`config.mk`:
```
export PLATFORM = sky130hd
export DESIGN_NAME = scan_disk_scheduler_flat
export DESIGN_NICKNAME = d
export VERILOG_FILES = /design/src/rtl/sds_pkg.sv /design/src/rtl/sds_ifs.sv /design/src/rtl/sds_front.sv /design/src/rtl/sds_queue.sv /design/src/rtl/sds_back.sv /design/src/rtl/scan_disk_scheduler.sv /design/src/flat_wrapper.sv
export SDC_FILE = /design/constraint.sdc
export NUM_CORES = 2
export LEC_CHECK = 0
export ABC_CLOCK_PERIOD_IN_PS = 7600
export BUFFER_PORTS_ARGS = -buffer_cell sky130_fd_sc_hd__buf_2
export CORE_AREA = 2 2 316 349
export CTS_CLUSTER_SIZE = 16
export DETAILED_ROUTE_END_ITERATION = 8
export DIE_AREA = 0 0 318 351
export RECOVER_POWER = 25
export SLEW_MARGIN = 25
export SYNTH_ARGS = -nofsm -noshare
export SYNTH_HDL_FRONTEND = slang
export SYNTH_SLANG_ARGS = --single-unit
```
`constraint.sdc`:
```
create_clock -name clk -period 7.6 [get_ports clk]
set_clock_uncertainty 0.1 [all_clocks]
set_input_delay 0.76 -clock clk [delete_from_list [all_inputs] [get_ports clk]]
set_output_delay 0.76 -clock clk [all_outputs]
set_load 0.01 [all_outputs]
```
`src/rtl/sds_pkg.sv`:
```
// Shared types and constants of the SCAN disk scheduler.
// No dependencies; every other file depends on this package.
`default_nettype none

package sds_pkg;

	localparam int MAX_REQUESTS = 32;
	localparam int CNT_W        = $clog2(MAX_REQUESTS + 1);
	localparam int CYL_W        = 12;
	localparam int SEEK_W       = 19;
	localparam int KEY_W        = CYL_W + 1;
	localparam int QUEUE_DEPTH  = 2;
	localparam int QPTR_W       = $clog2(QUEUE_DEPTH);
	localparam int QCNT_W       = $clog2(QUEUE_DEPTH + 1);
	localparam int CFG_IDX_W    = 1;

	typedef logic [CYL_W-1:0]     cyl_t;
	typedef logic [SEEK_W-1:0]    seek_t;
	typedef logic [KEY_W-1:0]     key_t;
	typedef logic [CNT_W-1:0]     cnt_t;
	typedef logic [CFG_IDX_W-1:0] cfg_idx_t;

	localparam cfg_idx_t REG_START_HEAD = 1'b0;
	localparam cfg_idx_t REG_MAX_CYL    = 1'b1;

	localparam cyl_t MAX_CYL_RESET = CYL_W'(199);

	// Sort key: upper requests {0, cyl} ascending, lower requests {1, ~cyl}
	// so that plain ascending key order is the service order.
	typedef struct packed {
		key_t key;
		logic last;
	} q_item_t;

	typedef struct packed {
		logic    valid;
		q_item_t item;
	} q_xfer_t;

	function automatic cyl_t key_to_cyl(input key_t key);
		return key[KEY_W-1] ? ~key[CYL_W-1:0] : key[CYL_W-1:0];
	endfunction

endpackage

`default_nettype wire

```
`src/rtl/sds_ifs.sv`:
```
// Valid/ready channel interfaces of the scheduler: requests in, visits out.
// Depends on sds_pkg for field types.
`default_nettype none

interface sds_req_if;
	logic          valid;
	logic          ready;
	sds_pkg::cyl_t cylinder;
	logic          last_request;

	modport source (output valid, cylinder, last_request, input ready);
	modport sink (input valid, cylinder, last_request, output ready);
endinterface

interface sds_visit_if;
	logic           valid;
	logic           ready;
	sds_pkg::cyl_t  visit_cylinder;
	sds_pkg::seek_t total_seek;
	logic           is_turn_point;
	logic           last_visit;

	modport source (output valid, visit_cylinder, total_seek, is_turn_point, last_visit,
		input ready);
	modport sink (input valid, visit_cylinder, total_seek, is_turn_point, last_visit,
		output ready);
endinterface

`default_nettype wire

```
`src/rtl/sds_front.sv`:
```
// Front stage: accepts requests and classifies each against the start head
// into a sort key. Depends on sds_pkg and sds_req_if.
`default_nettype none

module sds_front (
	input  wire logic             clk,
	input  wire logic             arst_n,
	sds_req_if.sink               req,
	input  wire sds_pkg::cyl_t    start_head,
	output sds_pkg::q_xfer_t      push,
	input  wire logic             push_ready
);
	import sds_pkg::*;

	logic    vld_s1;
	q_item_t item_s1;
	logic    take;

	assign req.ready = !vld_s1 || push_ready;
	assign take      = req.valid && req.ready;

	always_ff @(posedge clk or negedge arst_n) begin
		if (!arst_n) begin
			vld_s1 <= 1'b0;
		end else if (req.ready) begin
			vld_s1 <= req.valid;
		end
	end

	always_ff @(posedge clk) begin
		if (take) begin
			item_s1.last <= req.last_request;
			if (req.cylinder < start_head) begin
				item_s1.key <= {1'b1, ~req.cylinder};
			end else begin
				item_s1.key <= {1'b0, req.cylinder};
			end
		end
	end

	assign push.valid = vld_s1;
	assign push.item  = item_s1;

endmodule

`default_nettype wire

```
`src/rtl/sds_queue.sv`:
```
// Short FIFO between front and back so each side stalls on its own.
// Depends on sds_pkg. Depth must be a power of two (pointers wrap naturally).
`default_nettype none

module sds_queue (
	input  wire logic             clk,
	input  wire logic             arst_n,
	input  wire sds_pkg::q_xfer_t push,
	output logic                  push_ready,
	output sds_pkg::q_xfer_t      pop,
	input  wire logic             pop_ready
);
	import sds_pkg::*;

	q_item_t             ent_q [QUEUE_DEPTH];
	logic [QPTR_W-1:0]   wr_ptr_q;
	logic [QPTR_W-1:0]   rd_ptr_q;
	logic [QCNT_W-1:0]   cnt_q;
	logic                do_push;
	logic                do_pop;

	assign push_ready = cnt_q != QCNT_W'(QUEUE_DEPTH);
	assign pop.valid  = cnt_q != '0;
	assign pop.item   = ent_q[rd_ptr_q];
	assign do_push    = push.valid && push_ready;
	assign do_pop     = pop.valid && pop_ready;

	always_ff @(posedge clk or negedge arst_n) begin
		if (!arst_n) begin
			wr_ptr_q <= '0;
			rd_ptr_q <= '0;
			cnt_q    <= '0;
		end else begin
			if (do_push) wr_ptr_q <= wr_ptr_q + 1'b1;
			if (do_pop)  rd_ptr_q <= rd_ptr_q + 1'b1;
			case ({do_push, do_pop})
				2'b10:   cnt_q <= cnt_q + 1'b1;
				2'b01:   cnt_q <= cnt_q - 1'b1;
				default: cnt_q <= cnt_q;
			endcase
		end
	end

	always_ff @(posedge clk) begin
		if (do_push) ent_q[wr_ptr_q] <= push.item;
	end

endmodule

`default_nettype wire

```
`src/rtl/sds_back.sv`:
```
// Back part: sorted insertion array of sort keys, then the service walk that
// emits visits with the running seek total. Depends on sds_pkg, sds_visit_if.
`default_nettype none

module sds_back (
	input  wire logic             clk,
	input  wire logic             arst_n,
	input  wire sds_pkg::q_xfer_t pop,
	output logic                  pop_ready,
	input  wire sds_pkg::cyl_t    start_head,
	input  wire sds_pkg::cyl_t    max_cylinder,
	sds_visit_if.source           visit
);
	import sds_pkg::*;

	typedef enum logic {
		LOAD,
		EMIT
	} state_t;

	state_t state_q;
	key_t   key_q [MAX_REQUESTS];
	key_t   key_d [MAX_REQUESTS];
	cnt_t   count_q;
	cyl_t   head_q;
	seek_t  seek_q;
	logic   turned_q;

	logic   out_vld_q;
	cyl_t   out_cyl_q;
	seek_t  out_seek_q;
	logic   out_turn_q;
	logic   out_last_q;

	logic [MAX_REQUESTS-1:0] le;
	logic   take;
	logic   insert;
	logic   fire;
	logic   do_turn;
	cyl_t   target;
	cyl_t   diff;
	seek_t  seek_nxt;

	assign pop_ready = state_q == LOAD;
	assign take      = pop.valid && pop_ready;
	assign insert    = take && count_q < CNT_W'(MAX_REQUESTS);

	assign fire      = state_q == EMIT && (!out_vld_q || visit.ready);
	assign do_turn   = key_q[0][KEY_W-1] && !turned_q;
	assign target    = do_turn ? max_cylinder : key_to_cyl(key_q[0]);
	assign diff      = head_q > target ? head_q - target : target - head_q;
	assign seek_nxt  = seek_q + SEEK_W'(diff);

	// Each cell keeps, takes the new key, or takes its left neighbor's key on
	// insert; on a non-turn visit every cell but the last takes its right neighbor's key.
	always_comb begin
		for (int i = 0; i < MAX_REQUESTS; i++) begin
			le[i] = (CNT_W'(i) < count_q) && (key_q[i] <= pop.item.key);
		end
		for (int i = 0; i < MAX_REQUESTS; i++) begin
			key_d[i] = key_q[i];
			if (insert) begin
				if (le[i]) begin
					key_d[i] = key_q[i];
				end else if (i == 0) begin
					key_d[i] = pop.item.key;
				end else if (le[i-1]) begin
					key_d[i] = pop.item.key;
				end else begin
					key_d[i] = key_q[i-1];
				end
			end else if (fire && !do_turn && i < MAX_REQUESTS - 1) begin
				key_d[i] = key_q[i+1];
			end
		end
	end

	always_ff @(posedge clk) begin
		for (int i = 0; i < MAX_REQUESTS; i++) begin
			key_q[i] <= key_d[i];
		end
	end

	always_ff @(posedge clk or negedge arst_n) begin
		if (!arst_n) begin
			state_q   <= LOAD;
			count_q   <= '0;
			turned_q  <= 1'b0;
			out_vld_q <= 1'b0;
		end else begin
			case (state_q)
				LOAD: begin
					if (insert) count_q <= count_q + 1'b1;
					if (take && pop.item.last) begin
						state_q  <= EMIT;
						turned_q <= 1'b0;
					end
				end
				EMIT: begin
					if (fire) begin
						if (do_turn) begin
							turned_q <= 1'b1;
						end else begin
							count_q <= count_q - 1'b1;
							if (count_q == CNT_W'(1)) state_q <= LOAD;
						end
					end
				end
				default: state_q <= LOAD;
			endcase
			if (fire) begin
				out_vld_q <= 1'b1;
			end else if (visit.ready) begin
				out_vld_q <= 1'b0;
			end
		end
	end

	always_ff @(posedge clk) begin
		if (take && pop.item.last) begin
			head_q <= start_head;
			seek_q <= '0;
		end else if (fire) begin
			head_q     <= target;
			seek_q     <= seek_nxt;
			out_cyl_q  <= target;
			out_seek_q <= seek_nxt;
			out_turn_q <= do_turn;
			out_last_q <= !do_turn && count_q == CNT_W'(1);
		end
	end

	assign visit.valid          = out_vld_q;
	assign visit.visit_cylinder = out_cyl_q;
	assign visit.total_seek     = out_seek_q;
	assign visit.is_turn_point  = out_turn_q;
	assign visit.last_visit     = out_last_q;

	a_emit_nonempty: assert property (@(posedge clk) disable iff (!arst_n)
		state_q == EMIT |-> count_q != '0)
		else $error("service walk running on an empty store");

	a_count_bound: assert property (@(posedge clk) disable iff (!arst_n)
		count_q <= CNT_W'(MAX_REQUESTS))
		else $error("request count past store size");

	a_turn_not_last: assert property (@(posedge clk) disable iff (!arst_n)
		out_vld_q && out_turn_q |-> !out_last_q)
		else $error("turn point flagged as final visit");

	a_sorted_head: assert property (@(posedge clk) disable iff (!arst_n)
		count_q >= CNT_W'(2) |-> key_q[0] <= key_q[1])
		else $error("sort array out of order");

	a_no_load_while_emit: assert property (@(posedge clk) disable iff (!arst_n)
		state_q == EMIT |=> !(fire && !do_turn && count_q == CNT_W'(1)) ||
			state_q == EMIT)
		else $error("walk state lost");

endmodule

`default_nettype wire

```
`src/rtl/scan_disk_scheduler.sv`:
```
// Top level of the SCAN disk scheduler: configuration registers, front,
// queue and back. Depends on sds_pkg, sds_ifs, sds_front, sds_queue, sds_back.
//
//   channel  dir  handshake          payload
//   req      in   valid/ready        cylinder[11:0], last_request
//   visit    out  valid/ready        visit_cylinder[11:0], total_seek[18:0],
//                                    is_turn_point, last_visit
//   cfg      in   cfg_we (no wait)   cfg_index[0], cfg_data[11:0]
//
// Requests load one per cycle into a sorted insertion array of 32 cells. With front
// and queue empty, the final request passes both before the back registers the
// first visit; the rest follow one per cycle unless visit stalls, set by the
// single seek adder of the walk. The back takes no request while a schedule is
// walked; the front stage and the two-entry queue take three more, then the input
// stalls. Reset clears control state only; the store needs no clearing pass.
`default_nettype none

module scan_disk_scheduler (
	input  wire logic               clk,
	input  wire logic               arst_n,
	sds_req_if.sink                 req,
	sds_visit_if.source             visit,
	input  wire logic               cfg_we,
	input  wire sds_pkg::cfg_idx_t  cfg_index,
	input  wire sds_pkg::cyl_t      cfg_data
);
	import sds_pkg::*;

	cyl_t    start_head_q;
	cyl_t    max_cyl_q;
	q_xfer_t push;
	logic    push_ready;
	q_xfer_t pop;
	logic    pop_ready;

	always_ff @(posedge clk or negedge arst_n) begin
		if (!arst_n) begin
			start_head_q <= '0;
			max_cyl_q    <= MAX_CYL_RESET;
		end else if (cfg_we) begin
			case (cfg_index)
				REG_START_HEAD: start_head_q <= cfg_data;
				REG_MAX_CYL:    max_cyl_q    <= cfg_data;
				default: ;
			endcase
		end
	end

	sds_front u_front (
		.clk        (clk),
		.arst_n     (arst_n),
		.req        (req),
		.start_head (start_head_q),
		.push       (push),
		.push_ready (push_ready)
	);

	sds_queue u_queue (
		.clk        (clk),
		.arst_n     (arst_n),
		.push       (push),
		.push_ready (push_ready),
		.pop        (pop),
		.pop_ready  (pop_ready)
	);

	sds_back u_back (
		.clk          (clk),
		.arst_n       (arst_n),
		.pop          (pop),
		.pop_ready    (pop_ready),
		.start_head   (start_head_q),
		.max_cylinder (max_cyl_q),
		.visit        (visit)
	);

endmodule

`default_nettype wire

```
`src/flat_wrapper.sv`:
```
// flat-port wrapper written by rule: the top's interface ports become plain ports
module scan_disk_scheduler_flat import sds_pkg::*;
  (clk, arst_n, cfg_we, cfg_index, cfg_data, req_valid, req_cylinder, req_last_request, req_ready, visit_valid, visit_visit_cylinder, visit_total_seek, visit_is_turn_point, visit_last_visit, visit_ready);
  sds_req_if req_i ();
  sds_visit_if visit_i ();
  input  wire logic clk;
  input  wire logic arst_n;
  input  wire logic cfg_we;
  input  wire sds_pkg::cfg_idx_t cfg_index;
  input  wire sds_pkg::cyl_t cfg_data;
  input wire logic [$bits(req_i.valid)-1:0] req_valid;
  input wire logic [$bits(req_i.cylinder)-1:0] req_cylinder;
  input wire logic [$bits(req_i.last_request)-1:0] req_last_request;
  output wire logic [$bits(req_i.ready)-1:0] req_ready;
  output wire logic [$bits(visit_i.valid)-1:0] visit_valid;
  output wire logic [$bits(visit_i.visit_cylinder)-1:0] visit_visit_cylinder;
  output wire logic [$bits(visit_i.total_seek)-1:0] visit_total_seek;
  output wire logic [$bits(visit_i.is_turn_point)-1:0] visit_is_turn_point;
  output wire logic [$bits(visit_i.last_visit)-1:0] visit_last_visit;
  input wire logic [$bits(visit_i.ready)-1:0] visit_ready;
  assign req_i.valid = req_valid;
  assign req_i.cylinder = req_cylinder;
  assign req_i.last_request = req_last_request;
  assign req_ready = req_i.ready;
  assign visit_valid = visit_i.valid;
  assign visit_visit_cylinder = visit_i.visit_cylinder;
  assign visit_total_seek = visit_i.total_seek;
  assign visit_is_turn_point = visit_i.is_turn_point;
  assign visit_last_visit = visit_i.last_visit;
  assign visit_i.ready = visit_ready;
  scan_disk_scheduler u_core (.clk(clk), .arst_n(arst_n), .req(req_i), .visit(visit_i), .cfg_we(cfg_we), .cfg_index(cfg_index), .cfg_data(cfg_data));
endmodule
```
==> run summary <==
Top routing layer in use -> met5
Latest clock arrival within the worst-skew pair -> 0.65 ns
Post-layout minimum cycle time -> 6.535 ns
Data arrival time at the worst-slack endpoint -> 6.68 ns
Global-route wire length before repair -> 187500 µm
Remaining global-route overflow -> 0
Average vias per placed instance -> 5.905
Die height -> 351 µm
Post-synthesis sequential area ratio -> 43.80%
Mean post-synth cell area -> 10.59 µm²
Final cycle utilization of the critical path -> 85.99%
Die Area -> 0.1116 mm²
Kind of critical path -> flop to flop
Wirelength per Cell -> 25.07 µm
Library cells used by synthesis -> 86
Met3 Wirelength -> 9737 µm
Crit path required time -> 7.75 ns
Delay contributed by the slowest stage of the critical path -> 1.68 ns
Clock Root Buffer -> clkbuf_16
Vias -> 29.83k
Hold-fix buffers, CTS -> 0
Number of I/O port buffers -> 65
Dominant cells by area after synthesis -> edfxtp_1 (40%), ha_1 (15%), a221o_1 (4.3%)
Fill cell count -> 10.52k
Cell chain of the critical path -> o21bai_1 > inv_1 > nand2_1 > inv_8 > clkbuf_1 > nand2_1 > nand2_1
Wire length on met1 -> 53290 µm
Register bit count reported by yosys -> 560
Number of resized instances in the post-cts repair step -> 0
Top-area cell type share of the netlist area -> 40.24%
Final Wtd Congestion -> 0.9006
Chip width -> 318 µm
HPWL after detailed placement -> 89600 µm
Antenna violations before repair -> 3
Detailed-route DRC error count -> 0
Violation count after the first detailed-route iteration -> 3090
Slew @ Worst Pin -> 3.359 ns
Largest net degree at the start of global routing -> 111
Hold WC Path Type -> input pin to flop
Post-CTS setup buffer count -> 0
Synthesized area -> 0.03754 mm²
Met2 WL -> 58660 µm
Number of top-level design ports -> 66
Crit path max-delay cell type -> clkbuf_1
Highest clock rate -> 153.0 MHz
Total wirelength of the detailed-routed design -> 126600 µm
Hold Vio Cnt, Final -> 0
TritonCTS clock tree -> done
First-pass iteration count of the detailed router -> 5
Cell type with the highest occurrence count on the critical path -> nand2_1
Sum of negative setup slack -> 0 ns
Maxcap violations -> 5
Post-synth top flop -> edfxtp_1
Nets -> 4065
Run status -> complete, but fails checks
Proportion of layout cells with a drive suffix above 1 -> 8.152%
Reg area -> 0.01644 mm²
Clock-pin slew on the worst setup and hold paths -> 0.07 ns
H-tree depth -> 3
Worst-case reg-to-reg path depth -> 7
Total area of multi-input combinational cells -> 0.01961 mm²
Gate Count Post-Synth -> 3546
Standard cell core area -> 0.1082 mm²
Number of placement rows -> 127
Critical Path Fanout Max -> 110
Violations in the final reports -> capacitance limit, slew limit
Post-synthesis to final-layout area growth -> 10.87%
Synthesis Warnings -> 0
Remaining antenna violation count after routing -> 0
Category of the worst setup path capture point -> flop
Share of synthesized flip-flops with an asynchronous set or reset -> 6.786%
Setup repair after global routing missed its margin -> no
Final Max Tran Viols -> 245
Number of buffers created by CTS -> 68
Clock Tree Buf Depth -> 3
Synthesized net count -> 4031
Worst hold stages -> 3
Tightest slew margin relative to the limit -> -123.9%
Combined global-route utilization of all metal layers -> 22.14%
CTS sink count -> 560
Count of endpoints failing setup in the final report -> 0
Initial core utilization -> 34.69%
Via count of the first global-routing pass -> 28.83k
Number of enable-type register cells in the synthesized netlist -> 503
Sort of element at the start of the critical path -> flop
Library cell with the largest summed area after synthesis -> edfxtp_1
==> flip-flops by register name, summed over array words and instances, names as in the netlist <==
| signal | count |
|---|---|
| u_core.u_back.state_q | 1 |
| u_core.u_queue.wr_ptr_q | 1 |
| u_core.u_back.visit.valid | 1 |
| u_core.start_head_q | 12 |
| u_core.u_back.visit.last_visit | 1 |
| u_core.u_queue.ent_q | 28 |
| u_core.u_back.head_q | 12 |
| u_core.u_back.visit.is_turn_point | 1 |
| u_core.u_front.vld_s1 | 1 |
| u_core.u_back.seek_q | 19 |
| u_core.u_queue.rd_ptr_q | 1 |
| u_core.u_back.turned_q | 1 |
| u_core.max_cyl_q | 12 |
| u_core.u_front.push | 14 |
| u_core.u_back.key_q | 416 |
| u_core.u_back.count_q | 6 |
| u_core.u_back.visit.total_seek | 19 |
| u_core.u_back.visit.visit_cylinder | 12 |
| u_core.u_queue.cnt_q | 2 |
==> cells in the final DEF (no fill, tap or decap), types with 19 or more instances in the layout <==
cell type | netlist | layout
edfxtp_1 | 503 | 503
ha_1 | 451 | 451
nand2_1 | 342 | 339
nor2_1 | 218 | 215
inv_1 | 214 | 203
o21ai_0 | 181 | 175
a221o_1 | 161 | 161
mux2i_1 | 138 | 138
a21oi_1 | 135 | 135
nor2b_1 | 117 | 117
nand3_1 | 112 | 112
a21o_1 | 103 | 103
o211ai_1 | 71 | 71
clkbuf_16 | 0 | 70
o221ai_1 | 69 | 68
buf_4 | 4 | 67
clkbuf_1 | 110 | 63
nand4_1 | 55 | 55
mux2_2 | 40 | 40
o21a_1 | 38 | 38
o21ai_1 | 32 | 36
dfrtp_1 | 33 | 33
and4_1 | 32 | 32
buf_2 | 49 | 28
xor2_1 | 27 | 27
xnor2_1 | 23 | 23
nand2b_1 | 19 | 19
dfxtp_1 | 19 | 19
==> final timing paths <==
check,startpoint,endpoint,slack (ns)
min reg2reg,u_core.u_front.push[10],u_core.u_queue.ent_q[0][10],0.34
max reg2reg,u_core.u_queue.cnt_q[0],u_core.u_back.key_q[0][91],1.06
min,cfg_data[10],u_core.start_head_q[10],0.26
min in group asynchronous,arst_n,u_core.u_back.visit.valid,0.74
max,u_core.u_queue.cnt_q[0],u_core.u_back.key_q[0][91],1.06
max in group asynchronous,arst_n,u_core.start_head_q[1],5.27
==> logic make-up (layout without fill, tap and decap cells) <==
logic type / after synthesis / count (layout) / share of synthesized area, %
simple gates: 974 / 974 / 12.42
compound gates: 935 / 935 / 18.30
flops: 560 / 560 / 43.80
fa+ha+maj: 454 / 454 / 15.19
buf+inv: 394 / 479 / 4.203
mux: 179 / 179 / 4.920
xor+xnor: 50 / 50 / 1.167
other cells: 0 / 2 / 0
==> area by class of cell <==
class	count	area share (%)
Antenna cell	2	0.01203
Clock buffer	93	4.537
Clock inverter	28	0.5832
Inverter	217	1.975
Multi-Input combinational cell	2592	47.12
Sequential cell	560	39.51
Tap cell	1419	4.266
Timing Repair Buffer	141	1.999
==> worst max-delay path: cells and delay by family (launching register included) <==
kind | cells | cell delay, ns
buffers and inverters | 3 | 2.72
flip-flops | 1 | 0.43
AO/OA/AOI/OAI | 1 | 0.26
AND/OR/NAND/NOR | 3 | 2.48
==> synth_stat cells (all sizes together) (6+ instances only) <==
cell type,number
nand3,112
a211o,7
mux2,41
mux2i,138
a21oi,137
and3,17
nor2b,117
a221o,161
o21bai,7
a211oi,10
dfrtp,33
ha,451
and2,13
a21boi,15
nand4,55
and4,32
o211ai,71
a21o,103
nand2,342
nor2,218
edfxtp,503
nor4,6
inv,216
nor3,18
buf,67
nand2b,20
or2,8
o21ai,216
dfxtp,19
xor2,27
a22o,8
o21a,38
a22oi,11
xnor2,23
o311ai,8
clkbuf,110
o221ai,75
a31oi,12
a221oi,18
==> routing by layer <==
layer  vias up  track usage [%]
met4         2            8.921
met2      1197            36.39
met1     14800            28.77
met3       222            4.105
li1      13610                -
met5         -                0
==> metrics by stage <==
step / area [µm²] / hold WS, ns / instances / worst slack [ns] / utilization (%)
after floorplan: 37540 / 0.3215 / 3546 / 2.489 / -
after global placement: 39510 / 0.3241 / 4929 / 1.795 / 36.51
after detailed placement: 39530 / 0.3360 / 4929 / 1.744 / 36.53
after CTS: 41660 / 0.2028 / 5050 / 1.686 / 38.50
after global routing: 41610 / 0.2656 / 5050 / 0.6432 / 38.46
final: 41620 / 0.2580 / 5052 / 1.065 / 38.46
Power is not shown: default switching activity piles up to over one toggle a cycle in this logic, so the estimate is an artifact.
